File: config.mk
export PLATFORM = sky130hd
export DESIGN_NAME = bandwidth_watermark_router_timing_flat
export DESIGN_NICKNAME = d
export VERILOG_FILES = /design/src/bwr_pkg.sv /design/src/bwr_req_if.sv /design/src/bwr_rsp_if.sv /design/src/bwr_ceil_div.sv /design/src/bandwidth_watermark_router_timing.sv /design/src/flat_wrapper.sv
export SDC_FILE = /design/constraint.sdc
export NUM_CORES = 2
export LEC_CHECK = 0
export BUFFER_PORTS_ARGS = -buffer_cell sky130_fd_sc_hd__buf_4
export CAP_MARGIN = 20
export CORE_ASPECT_RATIO = 0.75
export CORE_MARGIN = 1
export CORE_UTILIZATION = 55
export DETAILED_ROUTE_END_ITERATION = 10
export HOLD_SLACK_MARGIN = 0.1
export PLACE_DENSITY = 0.77
export SYNTH_ARGS = -nofsm -noshare
export SYNTH_HDL_FRONTEND = slang
export SYNTH_HIERARCHICAL = 1
export SYNTH_SLANG_ARGS = --single-unit
File: constraint.sdc
create_clock -name clk_i -period 11.2 [get_ports clk_i]
set_input_delay 0.56 -clock clk_i [delete_from_list [all_inputs] [get_ports clk_i]]
set_output_delay 0.56 -clock clk_i [all_outputs]
set_load 0.01 [all_outputs]
File: src/bwr_pkg.sv
// Shared types and constants for the bandwidth watermark router timing block.
// No dependencies; used by the channel interfaces, the top level and the
// checker.
`default_nettype none

package bwr_pkg;

  localparam int unsigned WmWidth = 48;
  localparam int unsigned LatWidth = 32;
  localparam int unsigned ApbAddrWidth = 3;

  // result status codes
  localparam logic [1:0] ST_DONE = 2'd0;
  localparam logic [1:0] ST_GRANTED = 2'd1;
  localparam logic [1:0] ST_INVALID = 2'd2;

  // configuration register indexes (paddr[2])
  localparam logic REG_BANDWIDTH = 1'b0;
  localparam logic REG_ROUTER_LAT = 1'b1;

  typedef struct packed {
    logic        req_type;
    logic [2:0]  in_port;
    logic [3:0]  out_port;
    logic        decode_ok;
    logic [31:0] addr;
    logic [31:0] base_sub;
    logic [31:0] base_add;
    logic [7:0]  map_latency;
    logic [15:0] size;
    logic [47:0] now;
    logic [1:0]  target_status;
  } req_t;

  typedef struct packed {
    logic [1:0]  status;
    logic        queued;
    logic        forwarded;
    logic [31:0] latency;
    logic [31:0] out_addr;
  } rsp_t;

  typedef enum logic [2:0] {
    S_IDLE,
    S_DECIDE,
    S_MAX,
    S_DIV,
    S_SUM1,
    S_SUM2,
    S_RESP
  } state_e;

endpackage

`default_nettype wire

File: src/bwr_req_if.sv
// Request channel: valid/ready handshake carrying one request or retry item.
// Depends on bwr_pkg.
`default_nettype none

interface bwr_req_if;
  logic          valid;
  logic          ready;
  bwr_pkg::req_t payload;

  modport source (output valid, output payload, input ready);
  modport sink (input valid, input payload, output ready);
endinterface

`default_nettype wire

File: src/bwr_rsp_if.sv
// Response channel: valid/ready handshake carrying one annotated result.
// Depends on bwr_pkg.
`default_nettype none

interface bwr_rsp_if;
  logic          valid;
  logic          ready;
  bwr_pkg::rsp_t payload;

  modport source (output valid, output payload, input ready);
  modport sink (input valid, input payload, output ready);
endinterface

`default_nettype wire

File: src/bwr_ceil_div.sv
// Radix-2 restoring divider giving ceil(dividend / divisor) for 16-bit values.
// One quotient bit per cycle. No package dependency.
`default_nettype none

module bwr_ceil_div (
  input  wire logic        clk_i,
  input  wire logic        rst_ni,
  input  wire logic        start_i,
  input  wire logic [15:0] dividend_i,
  input  wire logic [15:0] divisor_i,
  output logic             done_o,
  output logic [15:0]      quot_o
);

  logic        busy_q;
  logic        done_q;
  logic [3:0]  cnt_q;
  logic [15:0] rem_q, rem_d;
  logic [15:0] sq_q, sq_d;   // dividend shifts out, quotient shifts in
  logic [15:0] dvs_q;
  logic [16:0] trial;
  logic [17:0] diff;
  logic        fits;

  always_comb begin
    trial = {rem_q, sq_q[15]};
    diff  = {1'b0, trial} - {2'b00, dvs_q};
    fits  = ~diff[17];
    rem_d = fits ? diff[15:0] : trial[15:0];
    sq_d  = {sq_q[14:0], fits};
  end

  always_ff @(posedge clk_i or negedge rst_ni) begin
    if (!rst_ni) begin
      busy_q <= 1'b0;
      done_q <= 1'b0;
      cnt_q  <= '0;
    end else begin
      done_q <= busy_q && (cnt_q == '0);
      if (start_i) begin
        busy_q <= 1'b1;
        cnt_q  <= 4'd15;
      end else if (busy_q) begin
        cnt_q <= cnt_q - 4'd1;
        if (cnt_q == '0) begin
          busy_q <= 1'b0;
        end
      end
    end
  end

  always_ff @(posedge clk_i) begin
    if (start_i) begin
      rem_q <= '0;
      sq_q  <= dividend_i;
      dvs_q <= divisor_i;
    end else if (busy_q) begin
      rem_q <= rem_d;
      sq_q  <= sq_d;
    end
  end

  // round up when anything is left over
  assign quot_o = sq_q + {15'd0, (rem_q != '0)};
  assign done_o = done_q;

endmodule

`default_nettype wire

File: src/bandwidth_watermark_router_timing.sv
// Top level of the bandwidth watermark router timing block.
// Depends on bwr_pkg, bwr_req_if, bwr_rsp_if and bwr_ceil_div.
//
// One item is handled at a time. A retry, a bad decode, a stalled output or a
// denial goes from the decide state straight to the result state, with its
// result register written in decide. A forwarded request passes through the
// max, div, sum1 and sum2 states before the result state; the div state is
// entered only when bandwidth is nonzero and waits for the bit-serial divider
// that computes ceil(size / bandwidth), one quotient bit per cycle, and its done flag.
// The request channel is not ready from a transfer until its result has been
// taken and is ready again the cycle after. Watermarks and stall flags are
// cleared by reset; bandwidth and the router latency register reset to zero and
// are written through the APB port; the user must write them only while the
// block is idle, which the block itself does not enforce.
`default_nettype none

module bandwidth_watermark_router_timing #(
  parameter int unsigned NUM_INPUTS  = 8,
  parameter int unsigned NUM_OUTPUTS = 16,
  parameter int unsigned ADDR_WIDTH  = 32
) (
  input  wire logic                              clk_i,
  input  wire logic                              rst_ni,
  bwr_req_if.sink                                req_i,
  bwr_rsp_if.source                              rsp_o,
  input  wire logic                              psel,
  input  wire logic                              penable,
  input  wire logic                              pwrite,
  input  wire logic [bwr_pkg::ApbAddrWidth-1:0]  paddr,
  input  wire logic [31:0]                       pwdata,
  output logic [31:0]                            prdata,
  output logic                                   pready
);

  localparam int unsigned InIdxW  = (NUM_INPUTS > 1) ? $clog2(NUM_INPUTS) : 1;
  localparam int unsigned OutIdxW = (NUM_OUTPUTS > 1) ? $clog2(NUM_OUTPUTS) : 1;
  localparam logic [31:0] AddrMask =
    (ADDR_WIDTH >= 32) ? 32'hFFFF_FFFF : 32'((64'd1 << ADDR_WIDTH) - 64'd1);
  localparam int unsigned WmW = bwr_pkg::WmWidth;

  // configuration
  logic [15:0] bw_q;
  logic [15:0] rlat_q;

  assign pready = 1'b1;
  assign prdata = (paddr[2] == bwr_pkg::REG_ROUTER_LAT) ? {16'd0, rlat_q} : {16'd0, bw_q};

  always_ff @(posedge clk_i or negedge rst_ni) begin
    if (!rst_ni) begin
      bw_q   <= '0;
      rlat_q <= '0;
    end else if (psel && penable && pwrite) begin
      unique case (paddr[2])
        bwr_pkg::REG_BANDWIDTH:  bw_q   <= pwdata[15:0];
        bwr_pkg::REG_ROUTER_LAT: rlat_q <= pwdata[15:0];
        default: ;
      endcase
    end
  end

  // state
  bwr_pkg::state_e state_q, state_d;
  bwr_pkg::req_t   item_q;
  bwr_pkg::rsp_t   res_q;
  logic [WmW-1:0]  iwm_q [NUM_INPUTS];
  logic [WmW-1:0]  owm_q [NUM_OUTPUTS];
  logic [NUM_OUTPUTS-1:0] stall_q;
  logic [WmW-1:0]  start_q;
  logic [WmW-1:0]  wait_q;
  logic [15:0]     burst_q;
  logic [17:0]     fixed_q;

  // port decode
  logic [6:0]         ip_ext, op_ext;
  logic [InIdxW-1:0]  ip_idx;
  logic [OutIdxW-1:0] op_idx;
  logic               ip_ok, op_ok;

  always_comb begin
    ip_ext = {4'd0, item_q.in_port};
    op_ext = {3'd0, item_q.out_port};
    ip_idx = ip_ext[InIdxW-1:0];
    op_idx = op_ext[OutIdxW-1:0];
    ip_ok  = ip_ext < 7'(NUM_INPUTS);
    op_ok  = op_ext < 7'(NUM_OUTPUTS);
  end

  // divider
  logic        div_start;
  logic        div_done;
  logic [15:0] div_quot;

  assign div_start = (state_q == bwr_pkg::S_MAX) && (bw_q != '0);

  bwr_ceil_div u_div (
    .clk_i      (clk_i),
    .rst_ni     (rst_ni),
    .start_i    (div_start),
    .dividend_i (item_q.size),
    .divisor_i  (bw_q),
    .done_o     (div_done),
    .quot_o     (div_quot)
  );

  // decision in S_DECIDE
  logic        is_retry, is_bad, is_stalled, is_denied;
  logic [31:0] xlat_addr;

  always_comb begin
    is_retry   = item_q.req_type;
    is_bad     = !item_q.decode_ok || !ip_ok || !op_ok;
    is_stalled = stall_q[op_idx];
    is_denied  = item_q.target_status[1];
    xlat_addr  = (item_q.addr - item_q.base_sub + item_q.base_add) & AddrMask;
  end

  // arithmetic of the forwarding path
  logic [WmW:0]   iwm_sum;
  logic [WmW-1:0] iwm_new;
  logic [WmW+1:0] lat_sum, owm_sum;
  logic [31:0]    lat_sat;
  logic [WmW-1:0] owm_new;

  always_comb begin
    iwm_sum = {1'b0, start_q} + {33'd0, burst_q};
    iwm_new = iwm_sum[WmW] ? '1 : iwm_sum[WmW-1:0];
    lat_sum = {2'b00, wait_q} + {32'd0, fixed_q};
    lat_sat = (lat_sum[WmW+1:32] != '0) ? '1 : lat_sum[31:0];
    owm_sum = {2'b00, start_q} + {32'd0, fixed_q};
    owm_new = (owm_sum[WmW+1:WmW] != '0) ? '1 : owm_sum[WmW-1:0];
  end

  // sequencer
  always_comb begin
    state_d = state_q;
    unique case (state_q)
      bwr_pkg::S_IDLE:   if (req_i.valid) state_d = bwr_pkg::S_DECIDE;
      bwr_pkg::S_DECIDE: begin
        if (is_retry || is_bad || is_stalled || is_denied) begin
          state_d = bwr_pkg::S_RESP;
        end else begin
          state_d = bwr_pkg::S_MAX;
        end
      end
      bwr_pkg::S_MAX:    state_d = (bw_q != '0) ? bwr_pkg::S_DIV : bwr_pkg::S_SUM1;
      bwr_pkg::S_DIV:    if (div_done) state_d = bwr_pkg::S_SUM1;
      bwr_pkg::S_SUM1:   state_d = bwr_pkg::S_SUM2;
      bwr_pkg::S_SUM2:   state_d = bwr_pkg::S_RESP;
      bwr_pkg::S_RESP:   if (rsp_o.ready) state_d = bwr_pkg::S_IDLE;
      default:           state_d = bwr_pkg::S_IDLE;
    endcase
  end

  always_ff @(posedge clk_i or negedge rst_ni) begin
    if (!rst_ni) begin
      state_q <= bwr_pkg::S_IDLE;
    end else begin
      state_q <= state_d;
    end
  end

  assign req_i.ready   = (state_q == bwr_pkg::S_IDLE);
  assign rsp_o.valid   = (state_q == bwr_pkg::S_RESP);
  assign rsp_o.payload = res_q;

  // watermarks and stall flags
  always_ff @(posedge clk_i or negedge rst_ni) begin
    if (!rst_ni) begin
      stall_q <= '0;
      for (int i = 0; i < NUM_INPUTS; i++) iwm_q[i] <= '0;
      for (int i = 0; i < NUM_OUTPUTS; i++) owm_q[i] <= '0;
    end else begin
      if (state_q == bwr_pkg::S_DECIDE) begin
        if (is_retry) begin
          if (op_ok) stall_q[op_idx] <= 1'b0;
        end else if (!is_bad && !is_stalled && is_denied) begin
          stall_q[op_idx] <= 1'b1;
        end
      end
      if (state_q == bwr_pkg::S_SUM1) iwm_q[ip_idx] <= iwm_new;
      if (state_q == bwr_pkg::S_SUM2) owm_q[op_idx] <= owm_new;
    end
  end

  // datapath
  always_ff @(posedge clk_i) begin
    unique case (state_q)
      bwr_pkg::S_IDLE: begin
        if (req_i.valid) item_q <= req_i.payload;
      end
      bwr_pkg::S_DECIDE: begin
        res_q.latency <= '0;
        if (is_retry) begin
          res_q.status    <= bwr_pkg::ST_DONE;
          res_q.queued    <= 1'b0;
          res_q.forwarded <= 1'b0;
          res_q.out_addr  <= '0;
        end else if (is_bad) begin
          res_q.status    <= bwr_pkg::ST_INVALID;
          res_q.queued    <= 1'b0;
          res_q.forwarded <= 1'b0;
          res_q.out_addr  <= item_q.addr;
        end else if (is_stalled || is_denied) begin
          res_q.status    <= bwr_pkg::ST_GRANTED;
          res_q.queued    <= 1'b1;
          res_q.forwarded <= 1'b0;
          res_q.out_addr  <= item_q.addr;
        end else begin
          res_q.status    <= item_q.target_status;
          res_q.queued    <= 1'b0;
          res_q.forwarded <= 1'b1;
          res_q.out_addr  <= xlat_addr;
        end
        start_q <= (iwm_q[ip_idx] > item_q.now) ? iwm_q[ip_idx] : item_q.now;
        burst_q <= '0;
      end
      bwr_pkg::S_MAX: begin
        if (owm_q[op_idx] > start_q) start_q <= owm_q[op_idx];
      end
      bwr_pkg::S_DIV: begin
        if (div_done) burst_q <= div_quot;
      end
      bwr_pkg::S_SUM1: begin
        wait_q  <= start_q - item_q.now;
        fixed_q <= {2'b00, rlat_q} + {10'd0, item_q.map_latency} + {2'b00, burst_q};
      end
      bwr_pkg::S_SUM2: begin
        res_q.latency <= lat_sat;
      end
      bwr_pkg::S_RESP: ;
      default: ;
    endcase
  end

endmodule

`default_nettype wire

File: src/flat_wrapper.sv
// flat-port wrapper written by rule: the top's interface ports become plain ports
module bandwidth_watermark_router_timing_flat 
#(
  parameter int unsigned NUM_INPUTS  = 8,
  parameter int unsigned NUM_OUTPUTS = 16,
  parameter int unsigned ADDR_WIDTH  = 32
)
  (clk_i, rst_ni, psel, penable, pwrite, paddr, pwdata, prdata, pready, req_i_valid, req_i_payload, req_i_ready, rsp_o_valid, rsp_o_payload, rsp_o_ready);
  bwr_req_if req_i_i ();
  bwr_rsp_if rsp_o_i ();
  input  wire logic clk_i;
  input  wire logic rst_ni;
  input  wire logic psel;
  input  wire logic penable;
  input  wire logic pwrite;
  input  wire logic [bwr_pkg::ApbAddrWidth-1:0] paddr;
  input  wire logic [31:0] pwdata;
  output logic [31:0] prdata;
  output logic pready;
  input wire logic [$bits(req_i_i.valid)-1:0] req_i_valid;
  input wire logic [$bits(req_i_i.payload)-1:0] req_i_payload;
  output wire logic [$bits(req_i_i.ready)-1:0] req_i_ready;
  output wire logic [$bits(rsp_o_i.valid)-1:0] rsp_o_valid;
  output wire logic [$bits(rsp_o_i.payload)-1:0] rsp_o_payload;
  input wire logic [$bits(rsp_o_i.ready)-1:0] rsp_o_ready;
  assign req_i_i.valid = req_i_valid;
  assign req_i_i.payload = req_i_payload;
  assign req_i_ready = req_i_i.ready;
  assign rsp_o_valid = rsp_o_i.valid;
  assign rsp_o_payload = rsp_o_i.payload;
  assign rsp_o_i.ready = rsp_o_ready;
  bandwidth_watermark_router_timing #(.NUM_INPUTS(NUM_INPUTS), .NUM_OUTPUTS(NUM_OUTPUTS), .ADDR_WIDTH(ADDR_WIDTH)) u_core (.clk_i(clk_i), .rst_ni(rst_ni), .req_i(req_i_i), .rsp_o(rsp_o_i), .psel(psel), .penable(penable), .pwrite(pwrite), .paddr(paddr), .pwdata(pwdata), .prdata(prdata), .pready(pready));
endmodule
[Yosys cells after proc, flatten, opt, wreduce, memory -nomap -nowiden]
Index checks and enable logic that the tools add are counted.
Word-level totals
  output and inout bits: 103
  bits in registers: 1634
  bits of input ports: 221
  logic and storage cells: 172
Operators by class
  bitwise logic cells: 8
  add/subtract/negate cells: 11
  muxes and demuxes: 46
  equality and inequality tests: 10
  magnitude comparators: 8
  reduce and logical (&&, ||, !) cells: 34
Operator list (number)
  768-bit bitwise mux: 1
  48-bit 2-to-1 mux: 10
  384-bit bitwise mux: 1
  48-bit binary-select mux with 4-bit select: 1
  48-bit demux with 4-bit select: 1
  48-bit binary-select mux with 3-bit select: 1
  48-bit demux with 3-bit select: 1
  16-bit 2-to-1 mux: 7
  48-bit by 18-bit adder with 49-bit output: 2
  48-bit > comparator: 2
  32-bit 2-to-1 mux: 3
  48-bit case mux with 2 select lines: 1
  32-bit case mux with 2 select lines: 1
  48-bit by 16-bit adder with 49-bit output: 1
  48-bit subtractor: 1
  32-bit adder: 1
  16-bit case mux with 2 select lines: 1
  16-bit nonzero test: 2
  32-bit subtractor: 1
  3-bit case mux with 7 select lines: 1
  18-bit by 16-bit adder with 18-bit output: 1
  18-bit nonzero test: 1
  17-bit by 16-bit subtractor with 18-bit output: 1
  16-bit by 8-bit adder with 17-bit output: 1
  other kinds (33): 73

[Logic depth before layout (Yosys ltp)]
  depth after elaboration: 7
  mapped depth: 19
  mapped depth without buffers: 15

[By module]
The synthesis kept the hierarchy.
By module, submodules not included
  bandwidth_watermark_router_timing: area each 80153.1 µm², times used 1, cells an instance 7562, sequential area each 41424.7 µm²
  bwr_ceil_div: area each 3219.3 µm², times used 1, cells an instance 322, sequential area each 1431.4 µm²

[Least setup slack after synthesis]
OpenSTA, ideal clock, no wires.
  path type: reg-to-reg
  start: register u_core.item_q (netlist bit u_core/op_idx[0])
  end: register u_core.start_q[0] (enable)
  required time: 10680 ps
  setup time: 520 ps
  setup slack: 3590 ps
  period minus slack after synthesis: 7610 ps
  stages on the path, launching flop included: 14
  path buffers: 4
  arrival: 7090 ps
  path through: edfxtp_1 > clkbuf_1 > buf_2 > clkbuf_1 > buf_1 > mux4_2 > mux4_2 > ha_1 > nand4_1 > nor4_1 > nand3_1 > a31oi_1 > nor3_1 > o21ai_0
Between the ends
  cells in the longest elaborated chain, start to end: 7
RTL lines
  from (decl): line bandwidth_watermark_router_timing.sv:63  | bwr_pkg::req_t item_q;
  from (signal assigned): line bandwidth_watermark_router_timing.sv:189  | if (req_i.valid) item_q <= req_i.payload;
  4-bit NOT with 5-bit output (implied by the code): line bandwidth_watermark_router_timing.sv:218  | if (owm_q[op_idx] > start_q) start_q <= owm_q[op_idx];
  48-bit binary-select mux with 4-bit select: line bandwidth_watermark_router_timing.sv:218
  48-bit 2-to-1 mux (implied by the code) (2 in series): line bandwidth_watermark_router_timing.sv:218
  48-bit > comparator: line bandwidth_watermark_router_timing.sv:218
  2-bit != test (no source line)
  2-bit AND reduction (no source line)
  to (signal assigned): line bandwidth_watermark_router_timing.sv:214  | start_q <= (iwm_q[ip_idx] > item_q.now) ? iwm_q[ip_idx] : item_q.now;
  to (signal assigned): line bandwidth_watermark_router_timing.sv:218
  to (decl): line bandwidth_watermark_router_timing.sv:68  | logic [WmW-1:0] start_q;
Every way passes these cells. The select of a mux whose other input is x is not followed.
A chain may end at the register's enable or synchronous reset.

[Worst setup path after layout]
  start: register u_core.item_q (netlist bit u_core/ip_idx[2])
  end: register u_core.start_q[22] (data pin)
Between the ends
  cells in the longest elaborated chain, start to end: 7
RTL lines
  3-bit NOT with 4-bit output (implied by the code) (*): line bandwidth_watermark_router_timing.sv:214
  48-bit binary-select mux with 3-bit select (*): line bandwidth_watermark_router_timing.sv:214
  48-bit 2-to-1 mux (implied by the code) (*) (2 in series): line bandwidth_watermark_router_timing.sv:214
  48-bit > comparator: line bandwidth_watermark_router_timing.sv:214
  48-bit 2-to-1 mux (*): line bandwidth_watermark_router_timing.sv:214
  48-bit case mux with 2 select lines (*): line bandwidth_watermark_router_timing.sv:187  | unique case (state_q)
Every way passes the cells marked *; elsewhere a longest branch is shown, timed or not. The select of a mux whose other input is x is not followed.

==> summary.md <==
| Metric | Value |
|---|---|
| Average wire length per cell after detail routing | `24.9 µm` |
| Post-layout nets | `8674` |
| End of the critical path | `u_core/start_q[22]` |
| Maximum fanout encountered on the critical timing path | `48` |
| Final number of hold-violating endpoints | `0` |
| Detailed router's first-iteration violation count | `8246` |
| Number of routed nets with antenna violations | `0` |
| Critical path origin | `u_core/ip_idx[2]` |
| Clock skew after layout | `29.0 ps` |
| Buffer type at the clock tree root | `sky130_fd_sc_hd__clkbuf_16` |
| Number of synthesis warnings | `6` |
| Fill cell instance count of the final layout | `11.3k` |
| Maximum frequency from static timing analysis | `0.161 GHz` |
| Min Clock Period, post-route | `6210 ps` |
| TritonRoute pass-1 iters | `8` |
| Global-route wire length before repair | `388000 µm` |
| Leakage component of the power | `41.0 nW` |
| Setup crit end kind | `flop` |
| Setup-violating endpoint count in the final report | `0` |
| Count of distinct cell types in the synthesized netlist | `98` |
| Startpoint type of the worst setup path | `flop` |
| Setup TNS | `0 ps` |
| Y dimension of the die | `339 µm` |
| Synthesis-to-layout area growth | `14.1%` |
| FF-to-FF End | `u_core/start_q[22]` |
| Final HPWL from detailed placement | `165000 µm` |
| Status | `complete, no violations` |
| Slew @ Worst Pin | `1180 ps` |
| # port buffers | `288` |
| Vias per Instance | `6.41` |
| Ranking of synthesized cells by area | `sky130_fd_sc_hd__dfrtp_1 36%, sky130_fd_sc_hd__edfxtp_1 15%, sky130_fd_sc_hd__mux4_2 6.6%` |
| Most common library cells after synthesis | `1209 x sky130_fd_sc_hd__dfrtp_1, 1122 x sky130_fd_sc_hd__nand2_1, 975 x sky130_fd_sc_hd__o21ai_0` |
| Required time of the worst setup path | `11830 ps` |
| Maximum ir drop on the vdd rail | `0.171 mV` |
| Routability cong. | `0.986` |
| PnR Total Power | `26.1 mW` |
| Cell area after technology mapping | `83400 µm²` |
| Number of buffers on the longest clock path | `3` |
| Overall die width | `452 µm` |
| Most instantiated library cell after synthesis | `sky130_fd_sc_hd__dfrtp_1` |
| Clock transition at path regs | `60 ps` |
| Cell Count Post-Placement | `9756` |
| Total Routed Length | `256000 µm` |
| Number of flops mapped to enable cells by yosys | `409` |
| Share of synthesized area occupied by flip-flops and latches | `0.514` |
| Fin. max-slew vios | `0` |
| Gate Count Post-Synth | `7884` |
| Clock network latency to the later pin of the worst-skew pair | `840 ps` |
| Antenna violations before repair | `14` |
| Reg-to-reg setup timing slack | `4990 ps` |
| RSZ-0062 raised after global routing | `no` |
| Die Footprint | `153000 µm²` |
| Top-area cell type share of the netlist area | `0.363` |
| Worst hold slack | `371 ps` |
| Arrival time reported for the critical path endpoint | `6840 ps` |
| Post-synthesis cell type with the largest combined area | `sky130_fd_sc_hd__dfrtp_1` |
| Most used flip-flop cell after synthesis | `sky130_fd_sc_hd__dfrtp_1` |
| Vias in the first global route | `64.0k` |
| Power density normalized to cell area | `274 nW/µm²` |
| Grt total ovfl | `0` |
| Max capacitance violation total | `0` |
| Residual DRC | `0` |
| Deepest level of the CTS H-tree | `4` |
| Avg Cell Area, Syn | `10.6 µm²` |
| Synth async-reset ratio | `0.740` |
| Startpoint of the worst-slack reg-to-reg timing path | `u_core/ip_idx[2]` |
| Number of buffers inserted during clock tree synthesis | `162` |
| Share of the clock period used by the worst path | `0.554` |
| Relative slew margins | `0.212` |
| Logic depth of the worst register-to-register path | `15` |
| Clock tree from TritonCTS | `built` |
| Vias post-DR | `65.9k` |
| Total core area | `150000 µm²` |
| Setup Crit Path Kind | `reg -> reg` |
| GRT Total Usage | `0.331` |
| Non-filler instance count after layout | `10.3k` |
| Share of post-route cells with drive strength above 1 | `0.140` |
| Class of the worst hold path | `in -> async` |
| Initial Utilization | `0.555` |
| Site Rows | `123` |
| Largest net degree at the start of global routing | `193` |
| Num ports | `324` |
| Yosys reg bits | `1634` |
| Clock tree sinks | `1634` |
==> worst max-delay path: stages (launching register included) <==
cell	delay, ps
sky130_fd_sc_hd__edfxtp_1	540
sky130_fd_sc_hd__nor3_2	220
sky130_fd_sc_hd__buf_4	470
sky130_fd_sc_hd__buf_4	530
sky130_fd_sc_hd__a22oi_1	130
sky130_fd_sc_hd__nand4_1	410
sky130_fd_sc_hd__ha_1	220
sky130_fd_sc_hd__nand4_1	140
sky130_fd_sc_hd__or2_1	280
sky130_fd_sc_hd__nor4_1	500
sky130_fd_sc_hd__nand3_1	170
sky130_fd_sc_hd__or3_1	500
sky130_fd_sc_hd__a311o_2	560
sky130_fd_sc_hd__buf_4	310
sky130_fd_sc_hd__and2_2	540
sky130_fd_sc_hd__a211oi_1	400
==> sequential cells by signal (all words and copies together) (netlist names), 3 cells and up, named ones only <==
signal                cells
u_core/state_q            3
u_core/owm_q            768
u_core/rsp_o.payload     68
u_core/ip_idx             3
u_core/u_div/dvs_q       16
u_core/fixed_q           18
u_core/burst_q           16
u_core/start_q           48
u_core/rlat_q            16
u_core/op_idx             4
u_core/item_q           170
u_core/bw_q              16
u_core/wait_q            48
u_core/u_div/cnt_q        4
u_core/u_div/sq_q        16
u_core/iwm_q            384
u_core/u_div/rem_q       16
==> routing by layer <==
metal,routed length [µm],up-vias,global-route usage
li1,-,28900,-
met1,103000,32900,0.471
met2,116000,3558,0.498
met3,28900,562,0.0790
met4,8360,6,0.116
met5,41,-,0
==> through the flow <==
step | worst slack, ps | utilization | cell area [µm²]
after floorplan | 3590 | - | 83400
after global placement | 5190 | 0.580 | 87200
after detailed placement | 5190 | 0.581 | 87200
after CTS | 5150 | 0.631 | 94800
after global routing | 4880 | 0.633 | 95100
final | 4990 | 0.633 | 95100
==> report_power, final <==
| group | internal [mW] | switching (mW) |
|---|---|---|
| Clock | 3.27 | 2.49 |
| Sequential | 8.51 | 1.58 |
| Combinational | 3.96 | 6.27 |
==> layout by cell type (no fill, tap or decap), types with 164 or more instances in the layout <==
cell type	n
sky130_fd_sc_hd__nor2_1	473
sky130_fd_sc_hd__mux4_2	245
sky130_fd_sc_hd__dfrtp_1	1209
sky130_fd_sc_hd__ha_1	269
sky130_fd_sc_hd__edfxtp_1	409
sky130_fd_sc_hd__clkbuf_16	164
sky130_fd_sc_hd__inv_1	305
sky130_fd_sc_hd__a21oi_1	268
sky130_fd_sc_hd__buf_4	413
sky130_fd_sc_hd__nand2_1	1101
sky130_fd_sc_hd__a22oi_1	192
sky130_fd_sc_hd__dlygate4sd3_1	198
sky130_fd_sc_hd__o21ai_0	972
==> worst min path at each step <==
stage	end	slack, ps	cells past startpoint
2_1_floorplan	asynchronous set/reset pin	260	0
3_3_place_gp	u_core/owm_q[521]	450	2
3_5_place_dp	u_core/owm_q[199]	460	2
4_1_cts	u_core/is_retry	400	2
5_1_grt	u_core/is_retry	430	2
6_report	u_core/iwm_q[94]	370	2
==> cell type report <==
cell class                 count  area [µm²]  area share
inverter                     306        1150      0.0121
multi-input combinational   5401       37500       0.394
antenna                        9        22.5    0.000237
clock inverter                72        1040      0.0109
sequential                  1634       42900       0.451
timing repair buffer         634        5460      0.0574
clock buffer                 227        4610      0.0485
tap                         2000        2500      0.0263
==> repair_timing <==
item,4_1_cts,5_1_grt
endpoints found under the hold margin,318,0
setup buffers,0,0
hold buffers,198,0
gates resized for setup,0,0
==> kinds of logic after synthesis <==
group / Yosys count / share of synthesized area
mux: 465 / 0.0944
fa+ha+maj: 314 / 0.0512
buf+inv: 864 / 0.0404
other cells: 2 / 0.0000901
simple gates: 2259 / 0.121
xor+xnor: 178 / 0.0187
flops: 1634 / 0.514
compound gates: 2168 / 0.160
Power figures use the tool's default switching activity.
